[src/hdl/iaalu_pkg.sv]
package iaalu_pkg;

	// Internal arithmetic width; operand and result fields stay at 32 bits.
	localparam int WORD_W  = 32;
	localparam int SHAMT_W = $clog2(WORD_W);
	localparam int FIELD_W = 32;
	localparam int CFG_W   = 16;

	typedef logic [WORD_W-1:0] word_t;

	typedef enum logic [4:0] {
		OP_ADD      = 5'd0,
		OP_SUB      = 5'd1,
		OP_MUL      = 5'd2,
		OP_DIV      = 5'd3,
		OP_MOD      = 5'd4,
		OP_NEG      = 5'd5,
		OP_SHL      = 5'd6,
		OP_SHR      = 5'd7,
		OP_AND      = 5'd8,
		OP_OR       = 5'd9,
		OP_NOT      = 5'd10,
		OP_LAND     = 5'd11,
		OP_LOR      = 5'd12,
		OP_LNOT     = 5'd13,
		OP_MAXINT   = 5'd14,
		OP_MININT   = 5'd15,
		OP_MAXARITY = 5'd16,
		OP_MAXDEPTH = 5'd17
	} opcode_t;

	typedef enum logic [1:0] {
		ST_OK      = 2'd0,
		ST_DIVZERO = 2'd1,
		ST_UNDEF   = 2'd2,
		ST_NOTCOMP = 2'd3
	} status_t;

	typedef enum logic {
		CFG_MAX_ARITY = 1'b0,
		CFG_MAX_DEPTH = 1'b1
	} cfg_index_t;

	// Side information that rides along the divider pipe
	typedef struct packed {
		word_t   early;   // result of every non-divide opcode
		logic    use_div; // take the divider output
		logic    is_mod;  // remainder rather than quotient
		logic    neg;     // negate divider magnitude
		status_t status;
	} side_t;

	// Restoring divider state
	typedef struct packed {
		word_t rem;
		word_t dvd;       // dividend bits in, quotient bits out
		word_t dsr;
	} div_t;

	// Sign-extend a 32-bit field, then cut to the word width
	function automatic word_t to_word(logic [FIELD_W-1:0] v);
		logic [63:0] x;
		x = 64'(signed'(v));
		return x[WORD_W-1:0];
	endfunction

	// Sign-extend a word, then cut to the 32-bit field
	function automatic logic [FIELD_W-1:0] to_field(word_t w);
		logic [63:0] x;
		x = 64'(signed'(w));
		return x[FIELD_W-1:0];
	endfunction

	// Zero-extend a register value, then cut to the word width
	function automatic word_t cfg_word(logic [CFG_W-1:0] v);
		logic [63:0] x;
		x = 64'(v);
		return x[WORD_W-1:0];
	endfunction

endpackage

[src/hdl/iaalu_div_step.sv]
module iaalu_div_step
	import iaalu_pkg::*;
(
	input  logic  clk,
	input  logic  arst_n,
	input  logic  en,
	input  logic  valid_in,
	input  side_t side_in,
	input  div_t  div_in,
	output logic  valid_q,
	output side_t side_q,
	output div_t  div_q
);

	word_t trial;
	logic  take;
	div_t  div_d;

	// remainder stays below the divisor, so the shifted value fits a word
	assign trial = {div_in.rem[WORD_W-2:0], div_in.dvd[WORD_W-1]};
	assign take  = (trial >= div_in.dsr);

	always_comb begin
		div_d.dsr = div_in.dsr;
		div_d.rem = take ? (trial - div_in.dsr) : trial;
		div_d.dvd = {div_in.dvd[WORD_W-2:0], take};
	end

	always_ff @(posedge clk or negedge arst_n) begin
		if (!arst_n) begin
			valid_q <= 1'b0;
		end else if (en) begin
			valid_q <= valid_in;
		end
	end

	always_ff @(posedge clk) begin
		if (en) begin
			side_q <= side_in;
			div_q  <= div_d;
		end
	end

endmodule

[config.mk]
export PLATFORM = sky130hd
export DESIGN_NAME = iaalu_div_step
export DESIGN_NICKNAME = d
export VERILOG_FILES = /design/src/hdl/iaalu_pkg.sv /design/src/hdl/iaalu_div_step.sv
export SDC_FILE = /design/constraint.sdc
export NUM_CORES = 1
export LEC_CHECK = 0
export BUFFER_PORTS_ARGS = -buffer_cell sky130_fd_sc_hd__buf_2
export CELL_PAD_IN_SITES_DETAIL_PLACEMENT = 0
export CELL_PAD_IN_SITES_GLOBAL_PLACEMENT = 2
export CORE_MARGIN = 5
export CORE_UTILIZATION = 30
export DETAILED_ROUTE_END_ITERATION = 8
export GPL_TIMING_DRIVEN = 0
export PLACE_DENSITY = 0.78
export REMOVE_ABC_BUFFERS = 1
export SLEW_MARGIN = 20
export SYNTH_ARGS = -nofsm -noshare
export SYNTH_HDL_FRONTEND = slang
export SYNTH_SLANG_ARGS = --single-unit
[constraint.sdc]
create_clock -name clk -period 0.9 [get_ports clk]
set_input_delay 0.135 -clock clk [delete_from_list [all_inputs] [get_ports clk]]
set_output_delay 0.135 -clock clk [all_outputs]
set_load 0.1 [all_outputs]
After elaboration in Yosys (flattened, before gate mapping)
Cells that the tools add are included.

operators by class
  add/sub/neg operators = 1
  div/mod/pow operators = 0
  bitwise logic cells = 0
  multiplexer cells = 1
  multipliers = 0
  equality and inequality tests = 0
  shift-type cells = 0
  order comparisons = 1
  reductions and logical operators = 0

operator list
  operator                            number
  32-bit greater-or-equal comparator  1
  32-bit two-way mux                  1
  32-bit subtractor                   1

storage, ports and cells
  logic and storage cells = 12
  memory bits (read-only) = 0
  register bits after elaboration = 134
  bits in latches = 0
  memories = 0
  bits in writable memories = 0
  input port bits = 137
  output and inout bits = 134

Longest topological paths before layout
  depth in word-level cells = 2
  gate-level depth with buffers = 12
  mapped depth without buffers = 11

Least setup slack after synthesis
Ideal clock, no wire load.

  kind = input -> register
  start point = input div_in[63] (netlist name)
  end point = register div_q[67] (netlist name), data pin
  library setup time = 0.260 ns
  data required time = 0.640 ns
  path slack = -1.523 ns
  data arrival time = 2.162 ns
  stages = 11
  path buffers = 1
  cells stage by stage = inv_1 ha_1 fa_1 nor2b_1 o31a_1 o211ai_4 a311oi_2 nor2_4 inv_4 buf_8 mux2_4

RTL lines
  element               RTL line              text
  start, declared       iaalu_div_step.sv:9   input div_t div_in,
  end signal, assigned  iaalu_div_step.sv:40  div_q <= div_d;
  end, declared         iaalu_div_step.sv:12  output div_t div_q

==> run_results.csv <==
group,metric,value,unit
outcome,status,"finished, violations left",
outcome,violations,"setup timing",
yosys,synth_area_per_cell,12.6,µm²
setup_path,critPathCaptureType,"register",
grt,grt_overflow,0,
sta,hold_viol,0,
setup_path,crit_arrival,2.34,ns
detailed_routing,firstDrtPassIters,5,
clocking,clkSlewWorstSetupHoldPaths,0.06,ns
setup_path,path_class,"input pin to register",
grt,grt_max_degree,47,
detailed_routing,drtIter0Drc,252,
grt,grt.met3_usage,6.06,%
sta,fin_worst_skew,0,ns
clocking,ctsLongestPathBuffers,2,
yosys,yosys_warnings,0,
power,pwr_density_cell,2070,mW/mm²
setup_path,crit_cells,12,
sta,slew_headroom,67.0,%
worst_hold_path,hold_class,"input pin to register",
worst_hold_path,hold_path_depth,3,
clocking,cts_tree,"done",
yosys,syn_inst,514,
setup_path,path_max_fanout,4,
cells_and_area,nets,1114,
cells_and_area,fin_area,0.0117,mm²
detailed_routing,wirelength,23600,µm
grt,busiest_layer,"met2",
detailed_routing,vias,5752,
clocking,clkLatencyLatePin,0.42,ns
yosys,yosysMostFrequentCell,"edfxtp_1",
yosys,synth.distinct_cells,63,
cells_and_area,drive_gt1_share,46.5,%
grt,grt_pass1_wl,34200,µm
cells_and_area,syn_to_final_growth,81.2,%
power,design_power_total,24.3,mW
power,leakage,4.92,nW
sta,grt_setup_unrepaired,"true",
yosys,synthesis.area,0.00647,mm²
sta,fin_crit,2.19,ns
power,ir_drop,1.26,mV
floorplanning,core_area,0.0212,mm²
yosys,synthFlopType,"edfxtp_1",
sta,finalCritPeriodShare,243,%
floorplanning,die-area,0.0246,mm²
detailed_routing,wl_per_cell,19.1,µm
yosys,synth_top_area_share,61.7,%
grt,grt_util_met2,31.9,%
floorplanning,die_w,157,µm
sta,timing.fmax,457,MHz
yosys,yosys-top-cells-count,"edfxtp_1 (133), inv_1 (49), nand2_1 (43), a21oi_1 (33), o21ai_0 (33)",
placed_design,hpwl,14800,µm
floorplanning,row_count,53,
sta,tightest_slew,0.482,ns
setup_path,crit_buf_inv,3,
detailed_routing,vias_per_cell,4.67,
floorplanning,io_pins,271,
yosys,ys_async_sr_fraction,0.746,%
yosys,yosysTopAreaCell,"edfxtp_1",
sta,setup_ws,-1.29,ns
cells_and_area,antenna_cells,0,
flow_run,cap_violations,0,
clocking,cts_buffers,17,
placed_design,postPlaceCellArea,0.00811,mm²
placed_design,globalplace.congestion,0.791,
setup_path,path_delay_family,"compound AO/OA/AOI/OAI gates",
detailed_routing,antenna_left,0,
placed_design,port_buffers,269,
setup_path,startpoint_type,"input pin",
yosys,synth_edf_count,133,
clocking,cts_root_buf,"clkbuf_16",
setup_path,crit_chain,"buf_8 -> inv_4 -> ha_4 -> fa_2 -> nor2b_2 -> o31a_1 -> o211ai_4 -> a311oi_4 -> nor2_4 -> buf_6 -> a2111o_1 -> o221a_1",
setup_path,critPathMaxStageDelay,0.44,ns
yosys,seq_area_frac_synth,62.1,%
setup_path,crit_required,1.06,ns
grt,first_global_vias,5937,
grt,grt_antenna_before_repair,1,
detailed_routing,drc,0,
floorplanning,initial_core_util,30.6,%
clocking,htreeDepth,4,
sta,slew_viol_final,0,
yosys,synthTopCellsByArea,"edfxtp_1 (62%), ha_1 (6.2%), inv_1 (2.8%)",
setup_path,slowest_stage,"a311oi_4",
grt,use_met1,21.7,%
grt,grt_use_total,18.3,%
sta,finalSetupViolations,167,
clocking,clock_sinks,134,
floorplanning,die_y,157,µm
yosys,ys_ff_latch,134,
setup_path,ff2ff_path_depth,1,
## layout make-up
cell class / instances / area, µm²
fillers: 1768 / 9430
flip-flops and latches: 134 / 4020
repair buffers: 418 / 3770
multi-input cells: 320 / 2740
clock buffers: 18 / 429
well taps: 275 / 344
inverters: 50 / 205
clock inverters: 14 / 169
repair inverters: 3 / 52.6
## cells by family (layout without fill, tap and decap cells)
logic type	after synthesis	after routing	synth area share [%]
AOI/OAI and AO/OA	137	137	14.5
xor gates and xnor gates	19	19	2.57
adders and majority gates	33	33	6.50
buffers and inverters	64	503	4.27
DFF	134	134	62.1
muxes	4	4	0.870
and+or+nand+nor	123	127	9.21
## power breakdown
| group | total, mW | switching (mW) | internal [mW] |
|---|---|---|---|
| Combinational | 9.31 | 6.38 | 2.94 |
| Clock | 7.10 | 2.94 | 4.16 |
| Sequential | 7.85 | 0.268 | 7.58 |
| Total | 24.3 | 9.58 | 14.7 |
## state kept, by name, summed over array words and instances (netlist names)
| signal | flops |
|---|---|
| side_q | 37 |
| valid_q | 1 |
| div_q | 96 |
## per-layer routing
metal  vias to the layer above  share of wire [%]
met3                        24                7.6
li1                       2787                  -
met4                         2                1.7
met2                       206                 50
met1                      2733                 40
met5                         -              0.055
## what timing repair did
action	4_1_cts	5_1_grt
gates cloned	8	1
endpoints found under the setup margin	168	167
hold buffers	103	0
endpoints found under the hold margin	103	0
gates resized for setup	369	62
setup buffers	31	14
pin swaps	42	30
## tightest hold or removal path, stage by stage
cell     delay [ns]
buf_2          0.10
nand2_2        0.05
o21ai_2        0.04
## cells in the final DEF, fill, tap and decap left out, drive strengths merged, types with 10 or more instances in the layout
cell type    count
clkbuf          19
nor2            35
inv             56
a21oi           34
a21o            10
edfxtp         133
nand3           10
nand2           43
xnor2           13
ha              32
dlygate4sd3    103
buf            313
o21ai           35
## per-stage QoR
stage	hold slack (ns)	cells	setup WS [ns]	setup TNS, ns	util, %
final	0.0208	1232	-1.29	-70.08	55.4
after global routing	0.0151	1232	-1.34	-77.49	55.4
after CTS	0.00317	1219	-1.27	-72.20	53.5
after detailed placement	-0.0881	1045	-2.83	-112.73	38.3
after global placement	-0.0883	1044	-2.86	-330.68	38.2
after floorplan	-0.161	500	-1.81	-71.23	-
## path summary, 6_finish.rpt
kind	start	end	slack, ns
worst min-delay path	div_in[69]	div_q[70]	0.02
worst max register to register	valid_q	valid_q	0.12
worst min register to register	valid_q	valid_q	0.58
max in group asynchronous	arst_n	valid_q	0.78
min in group asynchronous	arst_n	valid_q	0.04
worst max-delay path	div_in[63]	div_q[93]	-1.29
Note: power is estimated with default switching activity, not from simulation.
