--- src/hdl/iaalu_pkg.sv ---
package iaalu_pkg;

	// Internal arithmetic width; operand and result fields stay at 32 bits.
	localparam int WORD_W  = 32;
	localparam int SHAMT_W = $clog2(WORD_W);
	localparam int FIELD_W = 32;
	localparam int CFG_W   = 16;

	typedef logic [WORD_W-1:0] word_t;

	typedef enum logic [4:0] {
		OP_ADD      = 5'd0,
		OP_SUB      = 5'd1,
		OP_MUL      = 5'd2,
		OP_DIV      = 5'd3,
		OP_MOD      = 5'd4,
		OP_NEG      = 5'd5,
		OP_SHL      = 5'd6,
		OP_SHR      = 5'd7,
		OP_AND      = 5'd8,
		OP_OR       = 5'd9,
		OP_NOT      = 5'd10,
		OP_LAND     = 5'd11,
		OP_LOR      = 5'd12,
		OP_LNOT     = 5'd13,
		OP_MAXINT   = 5'd14,
		OP_MININT   = 5'd15,
		OP_MAXARITY = 5'd16,
		OP_MAXDEPTH = 5'd17
	} opcode_t;

	typedef enum logic [1:0] {
		ST_OK      = 2'd0,
		ST_DIVZERO = 2'd1,
		ST_UNDEF   = 2'd2,
		ST_NOTCOMP = 2'd3
	} status_t;

	typedef enum logic {
		CFG_MAX_ARITY = 1'b0,
		CFG_MAX_DEPTH = 1'b1
	} cfg_index_t;

	// Side information that rides along the divider pipe
	typedef struct packed {
		word_t   early;   // result of every non-divide opcode
		logic    use_div; // take the divider output
		logic    is_mod;  // remainder rather than quotient
		logic    neg;     // negate divider magnitude
		status_t status;
	} side_t;

	// Restoring divider state
	typedef struct packed {
		word_t rem;
		word_t dvd;       // dividend bits in, quotient bits out
		word_t dsr;
	} div_t;

	// Sign-extend a 32-bit field, then cut to the word width
	function automatic word_t to_word(logic [FIELD_W-1:0] v);
		logic [63:0] x;
		x = 64'(signed'(v));
		return x[WORD_W-1:0];
	endfunction

	// Sign-extend a word, then cut to the 32-bit field
	function automatic logic [FIELD_W-1:0] to_field(word_t w);
		logic [63:0] x;
		x = 64'(signed'(w));
		return x[FIELD_W-1:0];
	endfunction

	// Zero-extend a register value, then cut to the word width
	function automatic word_t cfg_word(logic [CFG_W-1:0] v);
		logic [63:0] x;
		x = 64'(v);
		return x[WORD_W-1:0];
	endfunction

endpackage

--- src/hdl/iaalu_front.sv ---
module iaalu_front
	import iaalu_pkg::*;
(
	input  logic                 clk,
	input  logic                 arst_n,
	input  logic                 en,
	input  logic                 valid_s1,
	input  logic [4:0]           mode_s1,
	input  word_t                a_s1,
	input  word_t                b_s1,
	input  logic                 strict_s1,
	input  logic [CFG_W-1:0]     max_arity_q,
	input  logic [CFG_W-1:0]     max_depth_q,
	output logic                 valid_s2,
	output side_t                side_s2,
	output div_t                 div_s2
);

	side_t side_d;
	div_t  div_d;
	logic  shamt_ok;
	logic  a_neg;
	logic  b_neg;

	assign a_neg    = a_s1[WORD_W-1];
	assign b_neg    = b_s1[WORD_W-1];
	// negative amounts have the top bit set and so compare large
	assign shamt_ok = (b_s1 < word_t'(WORD_W));

	always_comb begin
		side_d         = '0;
		side_d.status  = ST_OK;
		div_d.rem      = '0;
		div_d.dvd      = a_neg ? word_t'(-a_s1) : a_s1;
		div_d.dsr      = b_neg ? word_t'(-b_s1) : b_s1;
		unique case (opcode_t'(mode_s1)) inside
			OP_ADD:      side_d.early = a_s1 + b_s1;
			OP_SUB:      side_d.early = a_s1 - b_s1;
			OP_MUL:      side_d.early = word_t'(a_s1 * b_s1);
			OP_DIV, OP_MOD: begin
				side_d.use_div = 1'b1;
				side_d.is_mod  = (opcode_t'(mode_s1) == OP_MOD);
				side_d.neg     = (opcode_t'(mode_s1) == OP_MOD) ? a_neg : (a_neg ^ b_neg);
				if (b_s1 == '0) begin
					side_d.status = ST_DIVZERO;
				end
			end
			OP_NEG:      side_d.early = word_t'(-a_s1);
			OP_SHL:      side_d.early = shamt_ok ? (a_s1 << b_s1[SHAMT_W-1:0]) : '0;
			OP_SHR:      side_d.early = shamt_ok ?
				word_t'($signed(a_s1) >>> b_s1[SHAMT_W-1:0]) : {WORD_W{a_neg}};
			OP_AND:      side_d.early = a_s1 & b_s1;
			OP_OR:       side_d.early = a_s1 | b_s1;
			OP_NOT:      side_d.early = ~a_s1;
			OP_LAND:     side_d.early = word_t'((a_s1 != '0) && (b_s1 != '0));
			OP_LOR:      side_d.early = word_t'((a_s1 != '0) || (b_s1 != '0));
			OP_LNOT:     side_d.early = word_t'(a_s1 == '0);
			OP_MAXINT:   side_d.early = {1'b0, {(WORD_W-1){1'b1}}};
			OP_MININT:   side_d.early = {1'b1, {(WORD_W-1){1'b0}}};
			OP_MAXARITY: side_d.early = cfg_word(max_arity_q);
			OP_MAXDEPTH: side_d.early = cfg_word(max_depth_q);
			default:     side_d.status = strict_s1 ? ST_UNDEF : ST_NOTCOMP;
		endcase
	end

	always_ff @(posedge clk or negedge arst_n) begin
		if (!arst_n) begin
			valid_s2 <= 1'b0;
		end else if (en) begin
			valid_s2 <= valid_s1;
		end
	end

	always_ff @(posedge clk) begin
		if (en) begin
			side_s2 <= side_d;
			div_s2  <= div_d;
		end
	end

endmodule

--- config.mk ---
export PLATFORM = sky130hd
export DESIGN_NAME = iaalu_front
export DESIGN_NICKNAME = d
export VERILOG_FILES = /design/src/hdl/iaalu_pkg.sv /design/src/hdl/iaalu_front.sv
export SDC_FILE = /design/constraint.sdc
export NUM_CORES = 2
export LEC_CHECK = 0
export BUFFER_PORTS_ARGS = -buffer_cell sky130_fd_sc_hd__buf_4
export CAP_MARGIN = 10
export CORE_MARGIN = 3
export CORE_UTILIZATION = 30
export DETAILED_ROUTE_END_ITERATION = 16
export PLACE_DENSITY_LB_ADDON = 0.05
export SYNTH_ARGS = -nofsm -noshare
export SYNTH_HDL_FRONTEND = slang
export SYNTH_SLANG_ARGS = --single-unit
export TNS_END_PERCENT = 100
--- constraint.sdc ---
create_clock -name clk -period 2.1 [get_ports clk]
set_input_delay 0.63 -clock clk [delete_from_list [all_inputs] [get_ports clk]]
set_output_delay 0.63 -clock clk [all_outputs]
set_load 0.02 [all_outputs]
== Yosys cells after proc, flatten, opt, wreduce, memory -nomap -nowiden ==
Cells that the tools add are included.

* Add/subtract/negate cells: 4
* $mul: 1
* Order comparisons: 1
* Eq/ne operators: 17
* Shifts and indexed selects: 2
* Mux-type cells: 10
* Bitwise operators: 4
* Reduce and logical (&&, ||, !) cells: 9

{| class="wikitable"
|+ Operator list
! cell !! count
|-
| $pmux 32 s16 || 1
|-
| $logic_not 32->1 || 2
|-
| $mux 32 || 2
|-
| $neg 32->32 || 2
|-
| $reduce_bool 32->1 || 2
|-
| $mux 31 || 2
|-
| $eq 5x4->1 const B || 8
|-
| $add 32x32->32 || 1
|-
| $and 32x32->32 || 1
|-
| $lt 32x6->1 const B || 1
|-
| $mul 32x32->32 || 1
|-
| $not 32->32 || 1
|-
| $or 32x32->32 || 1
|-
| $shl 32x5->32 || 1
|-
| $sshr 32x5->32 || 1
|-
| $sub 32x32->32 || 1
|-
| $eq 5x3->1 const B || 4
|-
| $reduce_or 16->1 || 1
|-
| $eq 5x2->1 const B || 2
|-
| $eq 5x5->1 const B || 2
|-
| $eq 5x1->1 const B || 1
|-
| $logic_not 5->1 || 1
|-
| $pmux 2 s2 || 1
|-
| $mux 1 || 3
|-
| 5 further kinds || 5
|}

* Bits in registers: 102
* Word-level logic and storage cells: 58

== Depth between registers and ports, before layout ==
* Depth after elaboration: 3
* Depth in mapped cells: 29

== Least setup slack after synthesis ==
OpenSTA, ideal clock, no wires.

* Kind: input to register
* From: in b_s1[4]
* To: reg side_s2[36] (netlist bit), data pin
* Setup time: 0.272 ns
* Arrival: 7.773 ns
* Data required time: 1.828 ns
* Path slack: -5.945 ns
* Cell stages on the path: 27
* Buffers on the path: 4
* Cells stage by stage: buf_1 clkbuf_1 clkbuf_1 clkbuf_1 and2_1 fa_1 inv_1 fa_1 fa_1 fa_1 inv_1 fa_1 inv_1 fa_1 inv_1 fa_1 fa_1 ha_1 a21o_1 a21o_1 a21oi_1 nor2b_1 a21oi_1 o211ai_1 nand4_1 a21oi_1 or4_1

{| class="wikitable"
|+ RTL lines
! what !! line !! source
|-
| from (decl) || iaalu_front.sv:10 || <nowiki>input word_t b_s1,</nowiki>
|-
| to (signal assigned) || iaalu_front.sv:76 || <nowiki>side_s2 <= side_d;</nowiki>
|-
| to (decl) || iaalu_front.sv:15 || <nowiki>output side_t side_s2,</nowiki>
|}

==> impl_metrics.json <==
{
  "drt_iter0_drc": 2048,
  "worstPathArrival_ns": 7.11,
  "synth_seq_cells": 102,
  "hpwlAfterDp_um": 122000,
  "dpl_worst_slack_ns": -5.94,
  "vias": 27300,
  "ant_nets": 0,
  "grt_pass1_wl_um": 216000,
  "seq_area_frac_synth_pct": 10.9,
  "cts_tree": "done",
  "fp-row-count": 111,
  "cts-root-buf": "clkbuf_16",
  "fin_skew_ns": 0,
  "globalRouteMet3Util_pct": 4.81,
  "pin_count": 240,
  "reg2reg_from": "valid_s2$_DFFE_PN0P_",
  "use_met2_pct": 49.6,
  "cp_max_fo": 17,
  "regArea_mm2": 0.00306,
  "numCtsBuffers": 9,
  "dp_cells": 5183,
  "synthArstFlopShare_pct": 0.980,
  "mostFrequentLayoutCells": "buf_4, fa_1, inv_1, nand2_1, and2_1",
  "totalWireLength_um": 150000,
  "multi_input_area_mm2": 0.0251,
  "drc_errors": 0,
  "worst_slew_pin_slew_ns": 1.04,
  "setup.worst_path.end_class": "flop",
  "synthFlopType": "edfxtp_1",
  "period_minus_slack_ns": 6.96,
  "timing.final.ws_setup_ns": -4.86,
  "grt_pass1_vias": 29100,
  "vias_per_cell": 5.16,
  "placed_area_mm2": 0.0370,
  "avgSynthCellArea_um2": 8.68,
  "finalSetupViolCount": 85,
  "fmax_mhz": 144,
  "worstPathRequired_ns": 2.25,
  "gp_congestion": 0.978,
  "insertion_delay_ns": 0.40,
  "fin_area_mm2": 0.0409,
  "violations": "setup timing",
  "rsz0062_at_grt": "yes",
  "finalHoldViolations": 0,
  "status": "finished with violations",
  "port_buffers": 207,
  "htreeDepth": 3,
  "busiest_layer": "met2",
  "slew_headroom_pct": 30.2,
  "hp-class": "primary input to flop",
  "num-nets-final": 4702,
  "synth_edf_count": 101,
  "startpoint_type": "primary input",
  "drtPass1Iterations": 6,
  "fp.dieW_um": 312,
  "coreArea_mm2": 0.0924,
  "drive_gt1_share_pct": 36.7,
  "final_common_cell": "buf_4",
  "critPathKind": "primary input to flop",
  "fillers": 9207,
  "maxCapViolations": 0,
  "synthCells": 3242,
  "cts_buffer_depth": 2,
  "wl_per_cell_um": 28.4,
  "floorplan.initialDensity_pct": 30.5,
  "antenna_found_initial": 7,
  "finalCritPeriodShare_pct": 331,
  "tns_ns": -157.60,
  "ys.warnings.count": 0,
  "worstSetupStartpoint": "b_s1[2]",
  "drv_slew": 0,
  "synth_area_mm2": 0.0281,
  "use_met1_pct": 42.6,
  "grt.overflow.total": 0,
  "grtUsageTotal_pct": 30.7,
  "grt_max_degree": 58,
  "hp-start": "valid_s1",
  "synth.distinct_cells": 77,
  "fin_cells": 5282,
  "area_growth_pct": 45.4,
  "die_h_um": 312,
  "dieArea_mm2": 0.0975,
  "cts.clk_slew.worst_paths_ns": 0.08,
  "clock-sinks": 102
}
[routing by layer]
layer | wire [µm] | up-vias
met5 | 0 | -
met4 | 4820 | 0
met3 | 9400 | 185
met2 | 69500 | 987
met1 | 66100 | 14000
li1 | - | 12100
[state kept, by name, indices dropped and copies added (netlist names)]
register,count
div_s2,64
side_s2,37
valid_s2,1
[metrics by stage]
step	util (%)	hold WS, ns
after floorplan	-	0.334
after global placement	40.0	0.406
final	44.3	0.450
after CTS	43.4	0.425
after global routing	44.3	0.447
after detailed placement	40.0	0.407
[worst max-delay path, cell delays in order]
cell and delay (ns):
buf_12 0.14, and2_4 0.17, fa_1 0.53, inv_1 0.05, fa_1 0.49, fa_1 0.45
fa_1 0.52, inv_1 0.05, fa_1 0.47, inv_1 0.05, fa_1 0.49, inv_2 0.04
fa_1 0.50, fa_1 0.46, ha_4 0.30, buf_4 0.10, and4_4 0.23, nand2_2 0.09
a21oi_4 0.14, a21oi_4 0.09, o211ai_1 0.35, a211o_2 0.19, a21oi_1 0.05, or4_1 0.48
[area by class of cell]
cell class                      instances  area share [%]
Clock buffer                            9           0.550
Sequential cell                       102            7.47
Tap cell                             1243            3.80
Multi-Input combinational cell       2492            61.3
Inverter                              397            3.71
Timing Repair Buffer                 1024            22.9
Clock inverter                          7           0.214
Antenna cell                            8          0.0489
[Yosys cell counts (16+ instances only)]
cell	count	share of area (%)
a211oi_1	21	0.56
a21o_1	29	0.77
a21oi_1	137	2.4
a221oi_1	23	0.72
a22oi_1	16	0.43
and2_1	317	7.0
buf_1	20	0.27
buf_2	18	0.32
buf_4	37	0.99
clkbuf_1	206	2.7
edfxtp_1	101	11
fa_1	409	29
ha_1	161	7.2
inv_1	393	5.2
mux2i_1	44	1.6
mux4_2	52	4.2
nand2_1	357	4.8
nand2b_1	32	0.71
nand3_1	31	0.55
nor2_1	186	2.5
nor3_1	37	0.66
o211ai_1	26	0.69
o21ai_0	122	2.2
o31ai_1	19	0.51
or3_1	30	0.67
xnor2_1	143	4.5
xor2_1	57	1.8
[logic make-up (layout without fill, tap and decap cells)]
kind of cell	Yosys count	count (layout)	share of synthesized area, %
fa+ha+maj	570	570	36.3
simple gates	1078	1078	19.2
buf+inv	679	1437	9.66
mux	102	102	5.97
other cells	1	40	0.0133
xor+xnor	206	206	6.67
flops	102	102	10.9
compound gates	504	504	11.4
[path summary, 6_finish.rpt]
| path | to | slack [ns] | depth (start not counted) |
|---|---|---|---|
| min in group asynchronous | valid_s2$_DFFE_PN0P_ | 0.53 | 2 |
| setup / recovery | side_s2[36]$_DFFE_PP_ | -4.86 | 24 |
| setup reg to reg | valid_s2$_DFFE_PN0P_ | 1.35 | 1 |
| hold reg to reg | valid_s2$_DFFE_PN0P_ | 0.52 | 1 |
| hold / removal | valid_s2$_DFFE_PN0P_ | 0.45 | 2 |
| max in group asynchronous | valid_s2$_DFFE_PN0P_ | 1.49 | 2 |
[what timing repair did]
action / 4_1_cts / 5_1_grt
gates resized for setup: 466 / 139
hold endpoints to repair: 1 / 0
pin swaps: 173 / 115
gates cloned: 6 / 1
buffers inserted: 61 / 24
hold buffers: 1 / 0
setup endpoints to repair: 91 / 87
Power is not shown: default switching activity piles up to over one toggle a cycle in this logic, so the estimate is an artifact.
